## src/rtl/xoroshiro_random_generator_top_assert.svh

```systemverilog
// Assertion macros for the generator top level.
// They expect clk_i and rst_ni in the scope where they are used.
`ifndef XOROSHIRO_RANDOM_GENERATOR_TOP_ASSERT_SVH
`define XOROSHIRO_RANDOM_GENERATOR_TOP_ASSERT_SVH

// Consequent checked in the same cycle as the antecedent.
`define XRG_ASSERT_SAME(label, ante, cons, msg) \
  label: assert property (@(posedge clk_i) disable iff (!rst_ni) (ante) |-> (cons)) \
    else $error(msg);

// Consequent checked in the cycle after the antecedent.
`define XRG_ASSERT_NEXT(label, ante, cons, msg) \
  label: assert property (@(posedge clk_i) disable iff (!rst_ni) (ante) |=> (cons)) \
    else $error(msg);

`endif

```

## src/rtl/xrg_pkg.sv

```systemverilog
package xrg_pkg;

  // Splitmix64 constants.
  localparam logic [63:0] GOLDEN_STEP  = 64'h9e3779b97f4a7c15;
  localparam logic [63:0] GOLDEN_TWICE = {GOLDEN_STEP[62:0], 1'b0};
  localparam logic [63:0] MIX_MUL_ONE  = 64'hbf58476d1ce4e5b9;
  localparam logic [63:0] MIX_MUL_TWO  = 64'h94d049bb133111eb;

  // Splitmix64 shift amounts.
  localparam int unsigned MIX_SHIFT_PRE = 30;
  localparam int unsigned MIX_SHIFT_MID = 27;
  localparam int unsigned MIX_SHIFT_END = 31;

  // Xoroshiro128+ rotate and shift amounts.
  localparam int unsigned ROT_A   = 24;
  localparam int unsigned SHIFT_B = 16;
  localparam int unsigned ROT_B   = 37;

  // Fraction output drops the low bits of a 64-bit draw.
  localparam int unsigned FRAC_SHIFT = 12;

  // Generator words after reset: splitmix64 of zero and of the golden constant.
  localparam logic [63:0] WORD_A_RESET = 64'he220a8397b1dcdaf;
  localparam logic [63:0] WORD_B_RESET = 64'h6e789e6aa1b965f4;

  // Division runs one quotient bit per step.
  localparam int unsigned DIV_STEPS = 32;
  localparam int unsigned DIV_CNT_W = $clog2(DIV_STEPS);

  typedef enum logic [2:0] {
    OP_SEED     = 3'd0,
    OP_DRAW64   = 3'd1,
    OP_DRAW32   = 3'd2,
    OP_RANGED   = 3'd3,
    OP_BOOL     = 3'd4,
    OP_FRACTION = 3'd5
  } op_e;

  typedef enum logic [3:0] {
    CMD_NONE,
    CMD_LOAD,
    CMD_PRE,
    CMD_MUL0,
    CMD_MUL1,
    CMD_MUL2,
    CMD_MUL3,
    CMD_WIDE,
    CMD_NARROW,
    CMD_DIV_STEP,
    CMD_RANGE,
    CMD_ZERO
  } cmd_e;

  typedef enum logic [3:0] {
    ST_IDLE,
    ST_PRE,
    ST_MUL0,
    ST_MUL1,
    ST_MUL2,
    ST_MUL3,
    ST_WIDE,
    ST_NARROW,
    ST_DIV,
    ST_RANGE,
    ST_ZERO,
    ST_OUT
  } state_e;

  // Commands from the controller to the datapath.
  typedef struct packed {
    cmd_e cmd;
    op_e  op;
    logic word;      // 0: generator word a, 1: generator word b
    logic pass;      // 0: first splitmix multiply, 1: second
    logic out_load;  // copy the finished result into the output register
  } ctl_t;

  // Status from the datapath to the controller.
  typedef struct packed {
    logic spare_rdy;
    logic span_zero;
    logic div_last;
  } sts_t;

endpackage

```

## src/rtl/xrg_req_if.sv

```systemverilog
interface xrg_req_if;
  logic        valid;
  logic        ready;
  logic [2:0]  operation;
  logic [63:0] seed_value;
  logic [31:0] range_lower;
  logic [31:0] range_upper;

  modport source (
    output valid, operation, seed_value, range_lower, range_upper,
    input  ready
  );

  modport sink (
    input  valid, operation, seed_value, range_lower, range_upper,
    output ready
  );
endinterface

```

## src/rtl/xrg_rsp_if.sv

```systemverilog
interface xrg_rsp_if;
  logic        valid;
  logic        ready;
  logic [63:0] value;

  modport source (
    output valid, value,
    input  ready
  );

  modport sink (
    input  valid, value,
    output ready
  );
endinterface

```

## src/rtl/xrg_ctrl.sv

```systemverilog
module xrg_ctrl (
  input  logic            clk_i,
  input  logic            rst_ni,
  input  logic            in_valid_i,
  input  logic [2:0]      in_op_i,
  output logic            in_ready_o,
  input  logic            out_ready_i,
  output logic            out_valid_o,
  input  xrg_pkg::sts_t   sts_i,
  output xrg_pkg::ctl_t   ctl_o
);

  xrg_pkg::state_e state_q, state_d;
  xrg_pkg::op_e    op_q, op_d;
  logic            word_q, word_d;
  logic            pass_q, pass_d;
  logic            ovalid_q, ovalid_d;
  logic            out_load;

  // The output register can take a new result when empty or being drained.
  assign out_load = (state_q == xrg_pkg::ST_OUT) && (!ovalid_q || out_ready_i);

  // Next state and sequencing registers.
  always_comb begin
    state_d  = state_q;
    op_d     = op_q;
    word_d   = word_q;
    pass_d   = pass_q;
    ovalid_d = out_load | (ovalid_q & ~out_ready_i);
    case (state_q)
      xrg_pkg::ST_IDLE: begin
        if (in_valid_i) begin
          op_d   = xrg_pkg::op_e'(in_op_i);
          word_d = 1'b0;
          pass_d = 1'b0;
          case (in_op_i)
            xrg_pkg::OP_SEED:     state_d = xrg_pkg::ST_PRE;
            xrg_pkg::OP_DRAW64,
            xrg_pkg::OP_BOOL,
            xrg_pkg::OP_FRACTION: state_d = xrg_pkg::ST_WIDE;
            xrg_pkg::OP_DRAW32,
            xrg_pkg::OP_RANGED:   state_d = xrg_pkg::ST_NARROW;
            default:              state_d = xrg_pkg::ST_ZERO;
          endcase
        end
      end
      xrg_pkg::ST_PRE:  state_d = xrg_pkg::ST_MUL0;
      xrg_pkg::ST_MUL0: state_d = xrg_pkg::ST_MUL1;
      xrg_pkg::ST_MUL1: state_d = xrg_pkg::ST_MUL2;
      xrg_pkg::ST_MUL2: state_d = xrg_pkg::ST_MUL3;
      xrg_pkg::ST_MUL3: begin
        if (!pass_q) begin
          pass_d  = 1'b1;
          state_d = xrg_pkg::ST_MUL0;
        end else if (!word_q) begin
          word_d  = 1'b1;
          pass_d  = 1'b0;
          state_d = xrg_pkg::ST_PRE;
        end else begin
          state_d = xrg_pkg::ST_ZERO;
        end
      end
      xrg_pkg::ST_WIDE: state_d = xrg_pkg::ST_OUT;
      xrg_pkg::ST_NARROW: begin
        if (op_q != xrg_pkg::OP_RANGED) begin
          state_d = xrg_pkg::ST_OUT;
        end else if (sts_i.span_zero) begin
          state_d = xrg_pkg::ST_RANGE;
        end else begin
          state_d = xrg_pkg::ST_DIV;
        end
      end
      xrg_pkg::ST_DIV: begin
        if (sts_i.div_last) begin
          state_d = xrg_pkg::ST_RANGE;
        end
      end
      xrg_pkg::ST_RANGE: state_d = xrg_pkg::ST_OUT;
      xrg_pkg::ST_ZERO:  state_d = xrg_pkg::ST_OUT;
      xrg_pkg::ST_OUT: begin
        if (out_load) begin
          state_d = xrg_pkg::ST_IDLE;
        end
      end
      default: state_d = xrg_pkg::ST_IDLE;
    endcase
  end

  // Datapath commands for the current state.
  always_comb begin
    ctl_o          = '0;
    ctl_o.op       = op_q;
    ctl_o.word     = word_q;
    ctl_o.pass     = pass_q;
    ctl_o.out_load = out_load;
    in_ready_o     = 1'b0;
    case (state_q)
      xrg_pkg::ST_IDLE: begin
        in_ready_o = 1'b1;
        ctl_o.cmd  = in_valid_i ? xrg_pkg::CMD_LOAD : xrg_pkg::CMD_NONE;
      end
      xrg_pkg::ST_PRE:    ctl_o.cmd = xrg_pkg::CMD_PRE;
      xrg_pkg::ST_MUL0:   ctl_o.cmd = xrg_pkg::CMD_MUL0;
      xrg_pkg::ST_MUL1:   ctl_o.cmd = xrg_pkg::CMD_MUL1;
      xrg_pkg::ST_MUL2:   ctl_o.cmd = xrg_pkg::CMD_MUL2;
      xrg_pkg::ST_MUL3:   ctl_o.cmd = xrg_pkg::CMD_MUL3;
      xrg_pkg::ST_WIDE:   ctl_o.cmd = xrg_pkg::CMD_WIDE;
      xrg_pkg::ST_NARROW: ctl_o.cmd = xrg_pkg::CMD_NARROW;
      xrg_pkg::ST_DIV:    ctl_o.cmd = xrg_pkg::CMD_DIV_STEP;
      xrg_pkg::ST_RANGE:  ctl_o.cmd = xrg_pkg::CMD_RANGE;
      xrg_pkg::ST_ZERO:   ctl_o.cmd = xrg_pkg::CMD_ZERO;
      default:            ctl_o.cmd = xrg_pkg::CMD_NONE;
    endcase
  end

  assign out_valid_o = ovalid_q;

  // Control registers.
  always_ff @(posedge clk_i or negedge rst_ni) begin
    if (!rst_ni) begin
      state_q  <= xrg_pkg::ST_IDLE;
      op_q     <= xrg_pkg::OP_SEED;
      word_q   <= 1'b0;
      pass_q   <= 1'b0;
      ovalid_q <= 1'b0;
    end else begin
      state_q  <= state_d;
      op_q     <= op_d;
      word_q   <= word_d;
      pass_q   <= pass_d;
      ovalid_q <= ovalid_d;
    end
  end

endmodule

```

## src/rtl/xrg_datapath.sv

```systemverilog
module xrg_datapath (
  input  logic            clk_i,
  input  logic            rst_ni,
  input  xrg_pkg::ctl_t   ctl_i,
  input  logic [63:0]     seed_value_i,
  input  logic [31:0]     range_lower_i,
  input  logic [31:0]     range_upper_i,
  output xrg_pkg::sts_t   sts_o,
  output logic [63:0]     value_o
);

  // Generator state.
  logic [63:0] wa_q, wb_q;
  logic [31:0] spare_q;
  logic        spare_rdy_q;

  // Captured item fields.
  logic [63:0] seed_q;
  logic [31:0] lo_q;
  logic [31:0] span_q;

  // Splitmix multiply sequencing.
  logic [63:0] z_q;
  logic [63:0] prod_q;
  logic [63:0] acc_q;

  // Restoring division.
  logic [31:0]                   dvd_q;
  logic [31:0]                   rem_q;
  logic [xrg_pkg::DIV_CNT_W-1:0] cnt_q;

  // Result and output registers.
  logic [63:0] res_q;
  logic [63:0] out_q;

  logic [63:0] sum;
  logic [63:0] mixed;
  logic [63:0] wa_step;
  logic [63:0] wb_step;
  logic [63:0] mix_in;
  logic [63:0] mix_k;
  logic [31:0] mul_a;
  logic [31:0] mul_b;
  logic [63:0] mul_p;
  logic [63:0] mul_sum;
  logic [63:0] mix_done;
  logic [31:0] narrow_r;
  logic [32:0] rem_sh;
  logic [32:0] rem_nx;
  logic [31:0] range_v;
  logic [63:0] wide_res;

  // One xoroshiro128+ step.
  assign sum     = wa_q + wb_q;
  assign mixed   = wa_q ^ wb_q;
  assign wa_step = ((wa_q << xrg_pkg::ROT_A) | (wa_q >> (64 - xrg_pkg::ROT_A)))
                   ^ mixed ^ (mixed << xrg_pkg::SHIFT_B);
  assign wb_step = (mixed << xrg_pkg::ROT_B) | (mixed >> (64 - xrg_pkg::ROT_B));

  // Splitmix input for word a or word b, and the multiplier constant of this pass.
  assign mix_in = seed_q + (ctl_i.word ? xrg_pkg::GOLDEN_TWICE : xrg_pkg::GOLDEN_STEP);
  assign mix_k  = ctl_i.pass ? xrg_pkg::MIX_MUL_TWO : xrg_pkg::MIX_MUL_ONE;

  // Low 64 bits of z * k from three 32x32 partial products.
  always_comb begin
    case (ctl_i.cmd)
      xrg_pkg::CMD_MUL1: begin
        mul_a = z_q[63:32];
        mul_b = mix_k[31:0];
      end
      xrg_pkg::CMD_MUL2: begin
        mul_a = z_q[31:0];
        mul_b = mix_k[63:32];
      end
      default: begin
        mul_a = z_q[31:0];
        mul_b = mix_k[31:0];
      end
    endcase
  end

  assign mul_p    = {32'b0, mul_a} * {32'b0, mul_b};
  assign mul_sum  = acc_q + {prod_q[31:0], 32'b0};
  assign mix_done = mul_sum ^ (mul_sum >> xrg_pkg::MIX_SHIFT_END);

  // 32-bit draw: the stored lower half first, otherwise the upper half of a new draw.
  assign narrow_r = spare_rdy_q ? spare_q : sum[63:32];

  // One restoring division step.
  assign rem_sh = {rem_q, dvd_q[31]};
  assign rem_nx = (rem_sh >= {1'b0, span_q}) ? (rem_sh - {1'b0, span_q}) : rem_sh;

  // A zero span passes the draw through unchanged.
  assign range_v = (span_q == 32'd0) ? dvd_q : rem_q;

  // Result of a wide draw, by operation.
  always_comb begin
    case (ctl_i.op)
      xrg_pkg::OP_BOOL:     wide_res = {63'b0, sum[63]};
      xrg_pkg::OP_FRACTION: wide_res = sum >> xrg_pkg::FRAC_SHIFT;
      default:              wide_res = sum;
    endcase
  end

  // Generator state and the division counter.
  always_ff @(posedge clk_i or negedge rst_ni) begin
    if (!rst_ni) begin
      wa_q        <= xrg_pkg::WORD_A_RESET;
      wb_q        <= xrg_pkg::WORD_B_RESET;
      spare_q     <= 32'd0;
      spare_rdy_q <= 1'b0;
      cnt_q       <= '0;
    end else begin
      case (ctl_i.cmd)
        xrg_pkg::CMD_MUL3: begin
          if (ctl_i.pass) begin
            if (ctl_i.word) begin
              wb_q        <= mix_done;
              spare_rdy_q <= 1'b0;
            end else begin
              wa_q <= mix_done;
            end
          end
        end
        xrg_pkg::CMD_WIDE: begin
          wa_q <= wa_step;
          wb_q <= wb_step;
        end
        xrg_pkg::CMD_NARROW: begin
          cnt_q <= '0;
          if (spare_rdy_q) begin
            spare_rdy_q <= 1'b0;
          end else begin
            wa_q        <= wa_step;
            wb_q        <= wb_step;
            spare_q     <= sum[31:0];
            spare_rdy_q <= 1'b1;
          end
        end
        xrg_pkg::CMD_DIV_STEP: cnt_q <= cnt_q + 1'b1;
        default: ;
      endcase
    end
  end

  // Working registers for the current item.
  always_ff @(posedge clk_i) begin
    case (ctl_i.cmd)
      xrg_pkg::CMD_LOAD: begin
        seed_q <= seed_value_i;
        lo_q   <= range_lower_i;
        span_q <= range_upper_i - range_lower_i + 32'd1;
      end
      xrg_pkg::CMD_PRE: z_q <= mix_in ^ (mix_in >> xrg_pkg::MIX_SHIFT_PRE);
      xrg_pkg::CMD_MUL0: prod_q <= mul_p;
      xrg_pkg::CMD_MUL1: begin
        acc_q  <= prod_q;
        prod_q <= mul_p;
      end
      xrg_pkg::CMD_MUL2: begin
        acc_q  <= mul_sum;
        prod_q <= mul_p;
      end
      xrg_pkg::CMD_MUL3: begin
        if (!ctl_i.pass) begin
          z_q <= mul_sum ^ (mul_sum >> xrg_pkg::MIX_SHIFT_MID);
        end
      end
      xrg_pkg::CMD_WIDE: res_q <= wide_res;
      xrg_pkg::CMD_NARROW: begin
        res_q <= {32'b0, narrow_r};
        dvd_q <= narrow_r;
        rem_q <= 32'd0;
      end
      xrg_pkg::CMD_DIV_STEP: begin
        rem_q <= rem_nx[31:0];
        dvd_q <= {dvd_q[30:0], 1'b0};
      end
      xrg_pkg::CMD_RANGE: res_q <= {32'b0, range_v + lo_q};
      xrg_pkg::CMD_ZERO:  res_q <= 64'd0;
      default: ;
    endcase
    if (ctl_i.out_load) begin
      out_q <= res_q;
    end
  end

  assign sts_o.spare_rdy = spare_rdy_q;
  assign sts_o.span_zero = (span_q == 32'd0);
  assign sts_o.div_last  = (cnt_q == xrg_pkg::DIV_CNT_W'(xrg_pkg::DIV_STEPS - 1));
  assign value_o         = out_q;

endmodule

```

## src/rtl/xoroshiro_random_generator_top.sv

```systemverilog
// Channel   Dir   Beat contents
// req_i     in    operation, seed_value, range_lower, range_upper
// rsp_o     out   value
//
// One item is in work at a time; the block takes a new item once the previous
// result has been moved into the output register, which may still be waiting.
// A ranged draw divides at one quotient bit per cycle unless its span is zero,
// and a seed runs two splitmix64 passes on one shared 32x32 multiplier.
// Reset is asynchronous, active low, and loads the state of a seed of zero.
// A stalled output beat holds; the next item can already be taken.
`include "xoroshiro_random_generator_top_assert.svh"

module xoroshiro_random_generator_top (
  input  logic            clk_i,
  input  logic            rst_ni,
  xrg_req_if.sink         req_i,
  xrg_rsp_if.source       rsp_o
);

  xrg_pkg::ctl_t ctl;
  xrg_pkg::sts_t sts;
  logic          spare_cmd;
  logic          div_end;

  // Sequencer for the item in work.
  xrg_ctrl u_ctrl (
    .clk_i       (clk_i),
    .rst_ni      (rst_ni),
    .in_valid_i  (req_i.valid),
    .in_op_i     (req_i.operation),
    .in_ready_o  (req_i.ready),
    .out_ready_i (rsp_o.ready),
    .out_valid_o (rsp_o.valid),
    .sts_i       (sts),
    .ctl_o       (ctl)
  );

  // Generator state, splitmix multiplier, divider and result registers.
  xrg_datapath u_datapath (
    .clk_i         (clk_i),
    .rst_ni        (rst_ni),
    .ctl_i         (ctl),
    .seed_value_i  (req_i.seed_value),
    .range_lower_i (req_i.range_lower),
    .range_upper_i (req_i.range_upper),
    .sts_o         (sts),
    .value_o       (rsp_o.value)
  );

  // Commands that may clear the spare flag, and the last division step.
  assign spare_cmd = (ctl.cmd == xrg_pkg::CMD_NARROW) || (ctl.cmd == xrg_pkg::CMD_MUL3);
  assign div_end   = (ctl.cmd == xrg_pkg::CMD_DIV_STEP) && sts.div_last;

  // Only one item is in work at a time.
  `XRG_ASSERT_NEXT(a_one_item, req_i.valid && req_i.ready, !req_i.ready, "accepted while busy")

  // The spare half is consumed only by a narrow draw or cleared by a seed.
  `XRG_ASSERT_SAME(a_spare_clear, $fell(sts.spare_rdy), $past(spare_cmd), "spare half dropped")

  // The last division step is followed by the range result.
  `XRG_ASSERT_NEXT(a_div_end, div_end, ctl.cmd == xrg_pkg::CMD_RANGE, "division did not finish")

  // Loading the output register always presents a beat.
  `XRG_ASSERT_NEXT(a_out_valid, ctl.out_load, rsp_o.valid, "loaded result not presented")

endmodule
```

## src/flat_wrapper.sv

```systemverilog
// flat-port wrapper written by rule: the top's interface ports become plain ports
module xoroshiro_random_generator_top_flat 
  (clk_i, rst_ni, req_i_valid, req_i_operation, req_i_seed_value, req_i_range_lower, req_i_range_upper, req_i_ready, rsp_o_valid, rsp_o_value, rsp_o_ready);
  xrg_req_if req_i_i ();
  xrg_rsp_if rsp_o_i ();
  input  logic clk_i;
  input  logic rst_ni;
  input wire logic [$bits(req_i_i.valid)-1:0] req_i_valid;
  input wire logic [$bits(req_i_i.operation)-1:0] req_i_operation;
  input wire logic [$bits(req_i_i.seed_value)-1:0] req_i_seed_value;
  input wire logic [$bits(req_i_i.range_lower)-1:0] req_i_range_lower;
  input wire logic [$bits(req_i_i.range_upper)-1:0] req_i_range_upper;
  output wire logic [$bits(req_i_i.ready)-1:0] req_i_ready;
  output wire logic [$bits(rsp_o_i.valid)-1:0] rsp_o_valid;
  output wire logic [$bits(rsp_o_i.value)-1:0] rsp_o_value;
  input wire logic [$bits(rsp_o_i.ready)-1:0] rsp_o_ready;
  assign req_i_i.valid = req_i_valid;
  assign req_i_i.operation = req_i_operation;
  assign req_i_i.seed_value = req_i_seed_value;
  assign req_i_i.range_lower = req_i_range_lower;
  assign req_i_i.range_upper = req_i_range_upper;
  assign req_i_ready = req_i_i.ready;
  assign rsp_o_valid = rsp_o_i.valid;
  assign rsp_o_value = rsp_o_i.value;
  assign rsp_o_i.ready = rsp_o_ready;
  xoroshiro_random_generator_top u_core (.clk_i(clk_i), .rst_ni(rst_ni), .req_i(req_i_i), .rsp_o(rsp_o_i));
endmodule
```

## config.mk

```make
export PLATFORM = sky130hd
export DESIGN_NAME = xoroshiro_random_generator_top_flat
export DESIGN_NICKNAME = d
export VERILOG_FILES = /design/src/rtl/xrg_pkg.sv /design/src/rtl/xrg_req_if.sv /design/src/rtl/xrg_rsp_if.sv /design/src/rtl/xrg_ctrl.sv /design/src/rtl/xrg_datapath.sv /design/src/rtl/xoroshiro_random_generator_top.sv /design/src/flat_wrapper.sv
export VERILOG_INCLUDE_DIRS = /design/src /design/src/rtl
export SDC_FILE = /design/constraint.sdc
export NUM_CORES = 2
export LEC_CHECK = 0
export BUFFER_PORTS_ARGS = -buffer_cell sky130_fd_sc_hd__clkbuf_2
export CORE_MARGIN = 2
export CORE_UTILIZATION = 40
export CTS_CLUSTER_DIAMETER = 150
export CTS_CLUSTER_SIZE = 16
export DETAILED_ROUTE_END_ITERATION = 7
export PLACE_DENSITY = 0.54
export SLEW_MARGIN = 10
export SYNTH_ARGS = -nofsm -noshare
export SYNTH_HDL_FRONTEND = slang
export SYNTH_HIERARCHICAL = 1
export SYNTH_SLANG_ARGS = --single-unit
```

## constraint.sdc

```tcl
create_clock -name clk_i -period 10.5 [get_ports clk_i]
set_input_delay 3.15 -clock clk_i [delete_from_list [all_inputs] [get_ports clk_i]]
set_output_delay 3.15 -clock clk_i [all_outputs]
set_load 0.05 [all_outputs]
```

======== Word level (Yosys, flattened, before mapping) ========
Cells that the tools add are included.
word-level totals
  bits in registers ....................... 688
  input port bits ......................... 135
  output and inout port bits .............. 66
cells by class
  $add $sub $neg .......................... 8
  $mul .................................... 1
  $lt $le $gt $ge ......................... 1
  equal/unequal tests ..................... 40
  muxes and demuxes ....................... 45
  bitwise operators ....................... 12
  reductions and logical operators ........ 26
operators with widths
  kind                   number
  $mux 64                8
  $pmux 64 s2            3
  $pmux 64 s3            2
  $pmux 64 s4            1
  $add 64x64->64         3
  $xor 64x64->64         3
  $mux 32                5
  $pmux 32 s2            2
  $mul 32x32->64         1
  $or 64x24->64          1
  $or 64x37->64          1
  $sub 32x32->32         2
  $xor 64x33->64         1
  $xor 64x34->64         1
  $xor 64x37->64         1
  $mux 62                1
  $pmux 4 s11            1
  $pmux 4 s10            1
  $ge 33x32->1           1
  $add 32x1->32 const B  1
  $add 32x32->32         1
  $eq 4x3->1 const B     8
  $eq 4x4->1 const B     8
  $logic_not 32->1       1
  other kinds (32)       75

======== Longest topological paths before layout ========
  depth after elaboration ................. 5
  depth in mapped cells ................... 42
  depth with buffers taken out ............ 39

======== Hierarchy ========
The synthesis kept the hierarchy.
modules (own cells, without submodules)
  module        times used  cells an instance  area each (µm²)  sequential area each (µm²)
  xrg_datapath  1           7,374              71,517.3         19,613.8
  xrg_ctrl      1           83                 700.7            250.2

======== Worst setup path before layout ========
OpenSTA, ideal clock, no wires.
  kind .................................... input port to flip-flop
  start ................................... in req_i_valid
  end ..................................... reg u_core.u_datapath.lo_q[0], enable pin
  library setup time ...................... 0.772 ns
  data arrival time ....................... 12.756 ns
  setup slack ............................. -3.027 ns
  cell stages on the path ................. 6
  path buffers ............................ 2
  path through ............................ nor2_1 > a221oi_1 > clkbuf_1 > clkbuf_1 > nand2_1 > nor3_1
RTL lines
  what                    RTL line             text
  start: declaration      flat_wrapper.sv:8    input wire logic [$bits(req_i_i.valid)-1:0] req_i_valid;
  end signal: assignment  xrg_datapath.sv:151  lo_q <= range_lower_i;
  end: declaration        xrg_datapath.sv:19   logic [31:0] lo_q;

==> results.py <==
metrics = {
    "drt": {
        "drtPass1Iterations": 8,
        "drc_errors": 0,
        "vias": 58700,
        "drt_iter0_drc": 5929,
        "ant_nets": 0,
        "routed_wl_um": 277000,
        "viasPerCell": 5.52,
        "wire_per_inst_um": 26.1,
    },
    "timing": {
        "rsz0062_at_grt": "yes",
        "final.period_utilization": 1.06,
        "setup_violations": 31,
        "final-max-slew-violation-count": 0,
        "fin_crit_ns": 11.11,
        "finalClockSkew_ns": 0.0459,
        "hold_viol": 0,
        "slew_headroom": 0.0579,
        "fmax_mhz": 90.0,
        "finalSetupTns_ns": -10.59,
        "worst_pin_slew_ns": 1.41,
        "fin_ws_ns": -0.606,
    },
    "outcome": {
        "violations": "setup timing",
        "status": "complete, but fails checks",
    },
    "finish": {
        "antennaDiodeCount": 0,
        "fin_nets": 9789,
        "area_growth_pct": 18.2,
        "drive_above_1_share": 0.207,
        "utilization": 0.477,
    },
    "die": {
        "ios": 201,
        "die_w_um": 429,
        "start_util": 0.403,
        "die_area_um2": 184000,
        "rows": 155,
        "fp.dieH_um": 429,
        "core_um2": 179000,
    },
    "clocking": {
        "cts.clk_slew.worst_paths_ns": 0.07,
        "clock_path_buffers": 3,
        "cts-root-buf": "clkbuf_16",
        "cts_tree": "yes",
        "cts_max_level": 2,
        "cts.sinks": 688,
        "cts_made_buffers": 49,
        "clk_latency_ns": 0.69,
    },
    "setup_path": {
        "reg2reg_to": "u_core/u_datapath/prod_q[59]",
        "critPathMaxStageDelay_ns": 0.61,
        "crit_top_cell": "fa_1",
        "reg2reg_slack_ns": 1.02,
        "crit_path_end_kind": "flop",
        "crit_arrival_ns": 11.54,
        "crit_required_ns": 10.93,
        "critPathSlowestCell": "fa_2",
        "critPathLaunchType": "primary input",
        "reg2regPathDepth": 42,
        "cp_max_fo": 9,
        "regToRegStartpoint": "u_core/u_ctrl/state_q[3]",
        "critPathKind": "primary input to flop",
    },
    "logic_synthesis": {
        "avgSynthCellArea_um2": 9.68,
        "syn_area_um2": 72200,
        "synth_cells": 7456,
        "yosysWarnings": 6,
        "syn_nets": 8999,
    },
    "worst_hold_path": {
        "holdCritStartpoint": "u_core/u_datapath/res_q[57]",
        "min-delay-path-class": "flop to flop",
        "hold_depth": 0,
        "min_to": "u_core/u_datapath/value_o[57]",
    },
    "placed_design": {
        "port_buffers": 200,
        "gp_congestion": 1.02,
        "dp_hpwl_um": 228000,
    },
    "global_route": {
        "grt_max_degree": 82,
        "first_global_vias": 59500,
        "grt_pass1_wl_um": 403000,
        "grt_overflow": 0,
        "grt_usage": 0.297,
        "antenna_found_initial": 8,
    },
    "job": {
        "maxCapViolations": 0,
    },
}
==> layout make-up <==
class / instances / area, um2
Clock buffer: 88 / 1380
Clock inverter: 3 / 62.6
Fill cell: 17000 / 93600
Inverter: 1116 / 4250
Multi-Input combinational cell: 5315 / 48700
Sequential cell: 688 / 19900
Tap cell: 2355 / 2950
Timing Repair Buffer: 1076 / 8160
==> metrics by stage <==
step / hold slack, ns / worst slack [ns] / instances / cell area [um2]
6_report: 0.421 / -0.606 / 10600 / 85400
5_1_grt: 0.424 / -0.776 / 10600 / 85400
2_1_floorplan: 0.400 / -0.774 / 7456 / 72800
3_5_place_dp: 0.405 / -2.19 / 10500 / 81700
3_3_place_gp: 0.404 / -2.23 / 10500 / 81700
4_1_cts: 0.422 / -0.506 / 10600 / 84400
==> state kept, by name, indices dropped and copies added (netlist names), 64 cells and up <==
name                       cells
u_core/u_datapath/seed_q      64
u_core/u_datapath/prod_q      64
u_core/u_datapath/value_o     64
u_core/u_datapath/res_q       64
u_core/u_datapath/acc_q       64
u_core/u_datapath/z_q         64
u_core/u_datapath/wb_q        64
u_core/u_datapath/wa_q        64
==> layout by cell type, fill, tap and decap left out, drive strengths merged, types with 56 or more instances in the layout <==
master  instances
clkbuf        288
nand3          64
xor2          166
a21o          200
dfstp          68
xnor2         365
mux2           62
a21oi         485
and2           62
dfrtp         108
ha            624
buf           876
o21ai         420
fa            784
mux2i          56
nand4          63
nor2          567
edfxtp        512
inv          1106
nand2         607
nor3          111
==> what timing repair did <==
item,CTS,global route
buffers inserted,49,31
endpoints found under the setup margin,47,41
pin swaps,78,59
hold buffers,0,0
resized for setup,195,193
cloned,2,1
==> worst max-delay path, delay by kind of cell <==
kind,cells,cell delay [ns]
and+or+nand+nor,7,0.85
adders and majority gates,9,4.06
AOI/OAI and AO/OA,7,1.38
xor gates and xnor gates,1,0.10
muxes,1,0.30
buffers and inverters,15,1.64
==> per-layer routing <==
metal,track usage,share of wire
met3,0.0398,0.064
met2,0.490,0.47
met4,0.115,0.046
met5,0,0.00041
met1,0.397,0.42
==> how the worst max path moves through the flow <==
| stage | from | to | slack (ns) | depth (start not counted) |
|---|---|---|---|---|
| 2_1_floorplan | req_i_valid | u_core/u_datapath/prod_q[63] | -0.77 | 33 |
| 3_3_place_gp | req_i_valid | u_core/u_datapath/prod_q[63] | -2.23 | 33 |
| 3_5_place_dp | req_i_valid | u_core/u_datapath/prod_q[63] | -2.19 | 33 |
| 4_1_cts | req_i_valid | u_core/u_datapath/prod_q[63] | -0.51 | 35 |
| 5_1_grt | req_i_valid | u_core/u_datapath/prod_q[59] | -0.78 | 38 |
| 6_report | req_i_valid | u_core/u_datapath/prod_q[59] | -0.61 | 40 |
Power is not shown: default switching activity piles up to over one toggle a cycle in this logic, so the estimate is an artifact.
